$ cat src/rtl/core/tgarle_pkg.sv
// Package for the TGA RLE pixel decoder core.
// Result beat type, register indexes and size constants; no dependencies.
package tgarle_pkg;

    localparam int unsigned PixelW    = 32;
    localparam int unsigned RepeatW   = 8;
    localparam int unsigned ByteW     = 8;
    localparam int unsigned CfgIdxW   = 2;
    localparam int unsigned CfgDataW  = 32;
    localparam int unsigned QueueDepth = 4;

    localparam logic [CfgIdxW-1:0] CfgBytesPerPixel = CfgIdxW'(0);
    localparam logic [CfgIdxW-1:0] CfgImagePixels   = CfgIdxW'(1);

    localparam logic [ByteW-1:0] HdrRunBias = ByteW'(127);
    localparam logic [2:0]       BppBgra    = 3'd4;
    localparam logic [1:0]       LastPosBgr  = 2'd2;
    localparam logic [1:0]       LastPosBgra = 2'd3;

    typedef struct packed {
        logic [PixelW-1:0]  pixel_value;
        logic [RepeatW-1:0] repeat_count;
        logic               image_done;
        logic               clipped;
    } t_result;

endpackage

$ cat src/rtl/core/tgarle_front.sv
// Front end: packet header parse, pixel byte assembly and image pixel count.
// Depends on tgarle_pkg; feeds result beats into tgarle_fifo.
module tgarle_front (
    input  logic                             i_clk,
    input  logic                             i_rst_n,
    input  logic                             i_cfg_we,
    input  logic [tgarle_pkg::CfgIdxW-1:0]   i_cfg_index,
    input  logic [tgarle_pkg::CfgDataW-1:0]  i_cfg_data,
    input  logic                             i_beat,
    input  logic [tgarle_pkg::ByteW-1:0]     i_data_byte,
    output logic                             o_res_valid,
    output tgarle_pkg::t_result              o_res
);
    import tgarle_pkg::*;

    logic                r_bpp4, n_bpp4;
    logic [PixelW-1:0]   r_img_total, n_img_total;
    logic                r_expect_hdr, n_expect_hdr;
    logic                r_run, n_run;
    logic [RepeatW-1:0]  r_pkt_left, n_pkt_left;
    logic [1:0]          r_pos, n_pos;
    logic [PixelW-1:0]   r_pix, n_pix;
    logic [PixelW-1:0]   r_img_left, n_img_left;

    logic [PixelW-1:0]   pix_acc;
    logic                last_byte;
    logic                run_over;
    logic [RepeatW-1:0]  rep;
    logic [RepeatW-1:0]  pkt_after;
    logic [PixelW-1:0]   img_after;
    logic                done;
    logic                clip;

    always_comb begin
        pix_acc   = r_pix | (PixelW'(i_data_byte) << {r_pos, 3'b000});
        last_byte = (r_pos == (r_bpp4 ? LastPosBgra : LastPosBgr));
        run_over  = (PixelW'(r_pkt_left) > r_img_left);
        if (r_run) begin
            rep       = run_over ? r_img_left[RepeatW-1:0] : r_pkt_left;
            pkt_after = '0;
        end else begin
            rep       = RepeatW'(1);
            pkt_after = r_pkt_left - RepeatW'(1);
        end
        img_after = r_img_left - PixelW'(rep);
        done      = (img_after == '0);
        clip      = r_run ? run_over : (done && (pkt_after != '0));
    end

    always_comb begin
        n_bpp4       = r_bpp4;
        n_img_total  = r_img_total;
        n_expect_hdr = r_expect_hdr;
        n_run        = r_run;
        n_pkt_left   = r_pkt_left;
        n_pos        = r_pos;
        n_pix        = r_pix;
        n_img_left   = r_img_left;
        o_res_valid  = 1'b0;
        if (i_cfg_we) begin
            if (i_cfg_index == CfgBytesPerPixel) begin
                n_bpp4 = (i_cfg_data[2:0] == BppBgra);
            end else if (i_cfg_index == CfgImagePixels) begin
                n_img_total = (i_cfg_data == '0) ? PixelW'(1) : i_cfg_data;
            end
            if (i_cfg_index == CfgBytesPerPixel || i_cfg_index == CfgImagePixels) begin
                n_expect_hdr = 1'b1;
                n_run        = 1'b0;
                n_pkt_left   = '0;
                n_pos        = '0;
                n_pix        = '0;
                n_img_left   = n_img_total;
            end
        end else if (i_beat) begin
            if (r_expect_hdr) begin
                n_run        = i_data_byte[ByteW-1];
                n_pkt_left   = i_data_byte[ByteW-1] ? (i_data_byte - HdrRunBias)
                                                    : (i_data_byte + ByteW'(1));
                n_pos        = '0;
                n_pix        = '0;
                n_expect_hdr = 1'b0;
            end else if (!last_byte) begin
                n_pix = pix_acc;
                n_pos = r_pos + 2'd1;
            end else begin
                o_res_valid = 1'b1;
                n_pos       = '0;
                n_pix       = '0;
                n_pkt_left  = pkt_after;
                n_img_left  = img_after;
                if (done) begin
                    n_img_left   = r_img_total;
                    n_pkt_left   = '0;
                    n_expect_hdr = 1'b1;
                end else if (pkt_after == '0) begin
                    n_expect_hdr = 1'b1;
                end
            end
        end
    end

    always_comb begin
        o_res.pixel_value  = pix_acc;
        o_res.repeat_count = rep;
        o_res.image_done   = done;
        o_res.clipped      = clip;
    end

    always_ff @(posedge i_clk) begin
        if (!i_rst_n) begin
            r_bpp4       <= 1'b0;
            r_img_total  <= PixelW'(1);
            r_expect_hdr <= 1'b1;
            r_run        <= 1'b0;
            r_pkt_left   <= '0;
            r_pos        <= '0;
            r_pix        <= '0;
            r_img_left   <= PixelW'(1);
        end else begin
            r_bpp4       <= n_bpp4;
            r_img_total  <= n_img_total;
            r_expect_hdr <= n_expect_hdr;
            r_run        <= n_run;
            r_pkt_left   <= n_pkt_left;
            r_pos        <= n_pos;
            r_pix        <= n_pix;
            r_img_left   <= n_img_left;
        end
    end

endmodule

$ cat src/rtl/core/tgarle_fifo.sv
// Result queue between the front end and the output port.
// Depends on tgarle_pkg for the result beat type.
module tgarle_fifo #(
    parameter int unsigned DEPTH = tgarle_pkg::QueueDepth
) (
    input  logic                 i_clk,
    input  logic                 i_rst_n,
    input  logic                 i_push,
    input  tgarle_pkg::t_result  i_data,
    output logic                 o_full,
    input  logic                 i_pop,
    output logic                 o_empty,
    output tgarle_pkg::t_result  o_data
);
    import tgarle_pkg::*;

    localparam int unsigned PtrW = (DEPTH > 1) ? $clog2(DEPTH) : 1;
    localparam int unsigned CntW = $clog2(DEPTH + 1);
    localparam logic [PtrW-1:0] LastPtr = PtrW'(DEPTH - 1);

    t_result          r_mem [DEPTH];
    logic [PtrW-1:0]  r_wr_ptr, n_wr_ptr;
    logic [PtrW-1:0]  r_rd_ptr, n_rd_ptr;
    logic [CntW-1:0]  r_count, n_count;
    logic             do_push;
    logic             do_pop;

    always_comb begin
        o_full   = (r_count == CntW'(DEPTH));
        o_empty  = (r_count == '0);
        do_push  = i_push && !o_full;
        do_pop   = i_pop && !o_empty;
        n_wr_ptr = r_wr_ptr;
        n_rd_ptr = r_rd_ptr;
        n_count  = r_count;
        if (do_push) begin
            n_wr_ptr = (r_wr_ptr == LastPtr) ? '0 : r_wr_ptr + PtrW'(1);
        end
        if (do_pop) begin
            n_rd_ptr = (r_rd_ptr == LastPtr) ? '0 : r_rd_ptr + PtrW'(1);
        end
        if (do_push && !do_pop) begin
            n_count = r_count + CntW'(1);
        end else if (do_pop && !do_push) begin
            n_count = r_count - CntW'(1);
        end
        o_data = r_mem[r_rd_ptr];
    end

    always_ff @(posedge i_clk) begin
        if (do_push) begin
            r_mem[r_wr_ptr] <= i_data;
        end
    end

    always_ff @(posedge i_clk) begin
        if (!i_rst_n) begin
            r_wr_ptr <= '0;
            r_rd_ptr <= '0;
            r_count  <= '0;
        end else begin
            r_wr_ptr <= n_wr_ptr;
            r_rd_ptr <= n_rd_ptr;
            r_count  <= n_count;
        end
    end

endmodule

$ cat src/rtl/core/tga_rle_pixel_decoder_core.sv
// Top level of the TGA RLE truecolor pixel decoder.
// Depends on tgarle_pkg, tgarle_front and tgarle_fifo.
//
//   channel   handshake                 payload
//   input     push / full               i_data_byte
//   result    empty / pop               o_pixel_value, o_repeat_count,
//                                       o_image_done, o_clipped
//   config    i_cfg_valid / o_cfg_ready i_cfg_index, i_cfg_data
//
// One byte per clock; a pixel's result enters the queue the cycle its last
// byte is taken; from an empty queue it shows on the result ports next cycle.
// The front end's 32-bit pixel count compare and subtract sets the cycle.
// Input stalls only when the result queue (QUEUE_DEPTH beats) is full. Reset
// is sync active-low; config always ready, index 0/1 writes restart decoding.
module tga_rle_pixel_decoder_core #(
    parameter int unsigned QUEUE_DEPTH = tgarle_pkg::QueueDepth
) (
    input  logic                              i_clk,
    input  logic                              i_rst_n,
    input  logic                              push,
    output logic                              full,
    input  logic [tgarle_pkg::ByteW-1:0]      i_data_byte,
    output logic                              empty,
    input  logic                              pop,
    output logic [tgarle_pkg::PixelW-1:0]     o_pixel_value,
    output logic [tgarle_pkg::RepeatW-1:0]    o_repeat_count,
    output logic                              o_image_done,
    output logic                              o_clipped,
    input  logic                              i_cfg_valid,
    output logic                              o_cfg_ready,
    input  logic [tgarle_pkg::CfgIdxW-1:0]    i_cfg_index,
    input  logic [tgarle_pkg::CfgDataW-1:0]   i_cfg_data
);
    import tgarle_pkg::*;

    logic    q_full;
    logic    beat_in;
    logic    res_valid;
    t_result res;
    t_result q_head;

    assign o_cfg_ready = 1'b1;
    assign full        = q_full;
    assign beat_in     = push && !q_full;

    tgarle_front u_front (
        .i_clk       (i_clk),
        .i_rst_n     (i_rst_n),
        .i_cfg_we    (i_cfg_valid),
        .i_cfg_index (i_cfg_index),
        .i_cfg_data  (i_cfg_data),
        .i_beat      (beat_in),
        .i_data_byte (i_data_byte),
        .o_res_valid (res_valid),
        .o_res       (res)
    );

    tgarle_fifo #(
        .DEPTH (QUEUE_DEPTH)
    ) u_fifo (
        .i_clk   (i_clk),
        .i_rst_n (i_rst_n),
        .i_push  (res_valid),
        .i_data  (res),
        .o_full  (q_full),
        .i_pop   (pop),
        .o_empty (empty),
        .o_data  (q_head)
    );

    assign o_pixel_value  = q_head.pixel_value;
    assign o_repeat_count = q_head.repeat_count;
    assign o_image_done   = q_head.image_done;
    assign o_clipped      = q_head.clipped;

endmodule
$ cat config.mk
export PLATFORM = sky130hd
export DESIGN_NAME = tga_rle_pixel_decoder_core
export DESIGN_NICKNAME = d
export VERILOG_FILES = /design/src/rtl/core/tgarle_pkg.sv /design/src/rtl/core/tgarle_front.sv /design/src/rtl/core/tgarle_fifo.sv /design/src/rtl/core/tga_rle_pixel_decoder_core.sv
export SDC_FILE = /design/constraint.sdc
export NUM_CORES = 1
export LEC_CHECK = 0
export ABC_AREA = 1
export CELL_PAD_IN_SITES_DETAIL_PLACEMENT = 0
export CELL_PAD_IN_SITES_GLOBAL_PLACEMENT = 2
export CORE_MARGIN = 2
export CORE_UTILIZATION = 39
export DETAILED_ROUTE_END_ITERATION = 8
export DONT_BUFFER_PORTS = 1
export PLACE_DENSITY_LB_ADDON = 0.1
export SETUP_SLACK_MARGIN = 0.15
export SLEW_MARGIN = 20
export SYNTH_ARGS = -nofsm -noshare
export SYNTH_HDL_FRONTEND = slang
export SYNTH_SLANG_ARGS = --single-unit
$ cat constraint.sdc
create_clock -name i_clk -period 5.35 [get_ports i_clk]
set_input_delay 0 -clock i_clk [delete_from_list [all_inputs] [get_ports i_clk]]
set_output_delay 0 -clock i_clk [all_outputs]
set_load 0.05 [all_outputs]
==> results.yml <==
floorplanning:
  rows: 69
  die_y_um: 194
  initial_utilization_pct: 39.7
  dieWidth_um: 194
  coreArea_sq_um: 35700
  pin_count: 92
  die_area_sq_um: 37800
clock_tree:
  clock_sinks: 286
  cts_tree: "built"
  clk_latency_ns: 0.58
  cts_max_level: 1
  clk_path_buf_depth: 3
  root_buffer: "clkbuf_16"
  path_clk_slew_ns: 0.06
  cts_made_buffers: 31
hold_path:
  hp-class: "in -> reg"
timing:
  timing.final.ws_setup_ns: 0.633
  slew_headroom_pct: 19.7
  rsz0062_at_grt: "no"
  finalSetupViolations: 0
  post-route-period-util_pct: 88.2
  fmax_mhz: 212
  hold_viol_final: 0
  fin_crit_ns: 4.72
  slew_viol_final: 0
  tightest_slew_ns: 1.22
  tns_ns: 0
  skew_ns: 0.0123
layout:
  fin_util_pct: 46.7
  fillCellCount: 3554
  fin_nets: 1859
  area_growth_pct: 17.8
  drive_gt1_share_pct: 8.95
drt:
  vias_per_cell: 5.25
  wirelength_um: 44000
  drt-pass1-iter-count: 8
  routed-via-count: 11928
  drtIter0Drc: 697
  wl_per_cell_um: 19.3
  drc: 5
  drt.antenna.violating_nets: 0
yosys:
  synth_cell_types: 44
  yosysMostFrequentCell: "nand2_1"
  synth-seq-area-share_pct: 52.4
  synthTopCellsByCount: "283 x nand2_1, 278 x nor2_1, 184 x inv_1, 168 x edfxtp_1, 155 x o21ai_0"
  ys_async_sr_fraction_pct: 0
  synth_ff_type: "edfxtp_1"
  synth_area_leaders: "edfxtp_1 36%, dfxtp_1 17%, nand2_1 7.5%"
  synth_top_area_share_pct: 35.7
  synth_area_leader_cell: "edfxtp_1"
  ys_ff_latch: 286
  syn-num-nets: 1792
  syn_area_sq_um: 14100
  synth_edf_count: 168
  synthCells: 1719
  yosys_warnings: 0
  syn_avg_cell_area_sq_um: 8.22
critical_path:
  crit_family: "simple AND/OR/NAND/NOR gates"
  slowest_delay_ns: 0.40
  endpoint_kind: "register"
  critical_path_class: "reg -> reg"
  crit_path_start_kind: "register"
  worstPathRequired_ns: 5.80
  path_buf_inv: 4
  crit_top_cell: "nand2_1"
  cp.arrival_ns: 5.17
  cp_slowest_cell: "ha_1"
  path_max_fanout: 30
place:
  gp_congestion: 0.891
  dp_hpwl_um: 29900
  port_buffers: 0
  place_ws_ns: 0.0815
global_route:
  overflow: 0
  grt_use_total_pct: 23.3
  grt_pass1_vias: 11794
  antenna_found_initial: 2
  grt_max_degree: 85
  grt_first_pass_wirelength_um: 68600
status:
  status: "finished with violations"
  failed_checks: "design-rule violations"
pwr:
  power_density_nw_per_um2: 413
  p_leak_nw: 6.84
  ir_worst_vdd_mv: 0.258
flow_run:
  drv_cap: 0
==> sequential cells by signal (all words and copies together) (netlist names), 2 cells and up, named ones only <==
register             count
u_fifo.r_mem           168
u_front.r_img_left      32
u_front.r_img_total     32
u_front.r_pix           32
u_front.r_pkt_left       8
u_fifo.r_count           3
u_fifo.r_rd_ptr          2
u_fifo.r_wr_ptr          2
u_front.r_pos            2
==> placed cells by master (no fill, tap or decap), types with 31 or more instances in the layout <==
master	Yosys	routed
nand3_1	77	77
nand2_1	283	281
buf_4	2	49
dlygate4sd3_1	0	65
nor2_1	278	272
o211ai_1	35	35
nand4_1	47	47
inv_1	184	181
clkbuf_16	0	31
o21ai_0	155	153
a21oi_1	105	104
edfxtp_1	168	168
o22ai_1	45	45
dfxtp_1	118	115
==> layout make-up <==
cell class                 count  area [sq um]  area share [%]
antenna                        2          5.00          0.0301
clock buffer                  35           791            4.75
clock inverter                22           269            1.62
inverter                     192           721            4.33
multi-input combinational   1156          5770            34.7
sequential                   286          7410            44.5
tap                          461           577            3.46
timing repair buffer         119          1100            6.64
==> worst reg2reg max path: cells and delay by family, from the launching register on <==
kind	cells	cell delay, ns
compound gates	5	0.58
xor+xnor	1	0.32
fa+ha+maj	2	0.71
buf+inv	4	0.57
flops	1	0.37
simple gates	15	2.01
==> power breakdown <==
part	switching [mW]	internal [mW]	total, mW
clock network	0.885	1.35	2.23
registers	0.0672	2.39	2.46
logic	1.69	0.497	2.19
total	2.65	4.23	6.88
==> cell families after synthesis <==
family          share of synthesized area (%)
compound gates                           14.7
xor+xnor                                0.496
fa+ha+maj                                2.41
flops                                    52.4
simple gates                             22.5
other cells                            0.0265
buf+inv                                  7.52
==> path summary, 6_finish.rpt <==
| kind | depth (start not counted) | startpoint | end | slack, ns |
|---|---|---|---|---|
| max | 27 | u_front.r_img_left[1] | u_front.r_img_left[28] | 0.63 |
| min reg2reg | 2 | u_front.r_img_total[29] | u_front.r_img_total[29] | 0.46 |
| min | 7 | i_cfg_data[18] | u_front.r_img_left[0] | 0.02 |
| max reg2reg | 27 | u_front.r_img_left[1] | u_front.r_img_left[28] | 0.63 |
==> per-stage QoR <==
stage / instance area, sq um / hold WS (ns) / instances / total power, mW
after floorplan: 14100 / 0.138 / 1719 / 4.13
after global placement: 14800 / 0.119 / 2146 / 4.62
after detailed placement: 14800 / 0.129 / 2146 / 4.63
after CTS: 16600 / 0.00848 / 2270 / 6.94
after global routing: 16600 / 0.0735 / 2273 / 7.24
final: 16600 / 0.0195 / 2273 / 6.88
==> layer usage <==
layer	vias up	wire length, um	part of all wire [%]	GRT usage (%)
met1	5606	17900	41	27.9
met2	271	22600	51	42.5
li1	5968	-	-	-
met3	83	1580	3.6	2.62
met4	0	1820	4.1	9.86
met5	-	0	0	0
==> repair_timing <==
item,in CTS,in global routing
resized for setup,2,19
endpoints found under the setup margin,8,49
pin swaps,0,0
gates cloned,0,1
buffers inserted,0,0
endpoints found under the hold margin,228,0
hold buffers,67,0
Power figures use the tool's default switching activity.
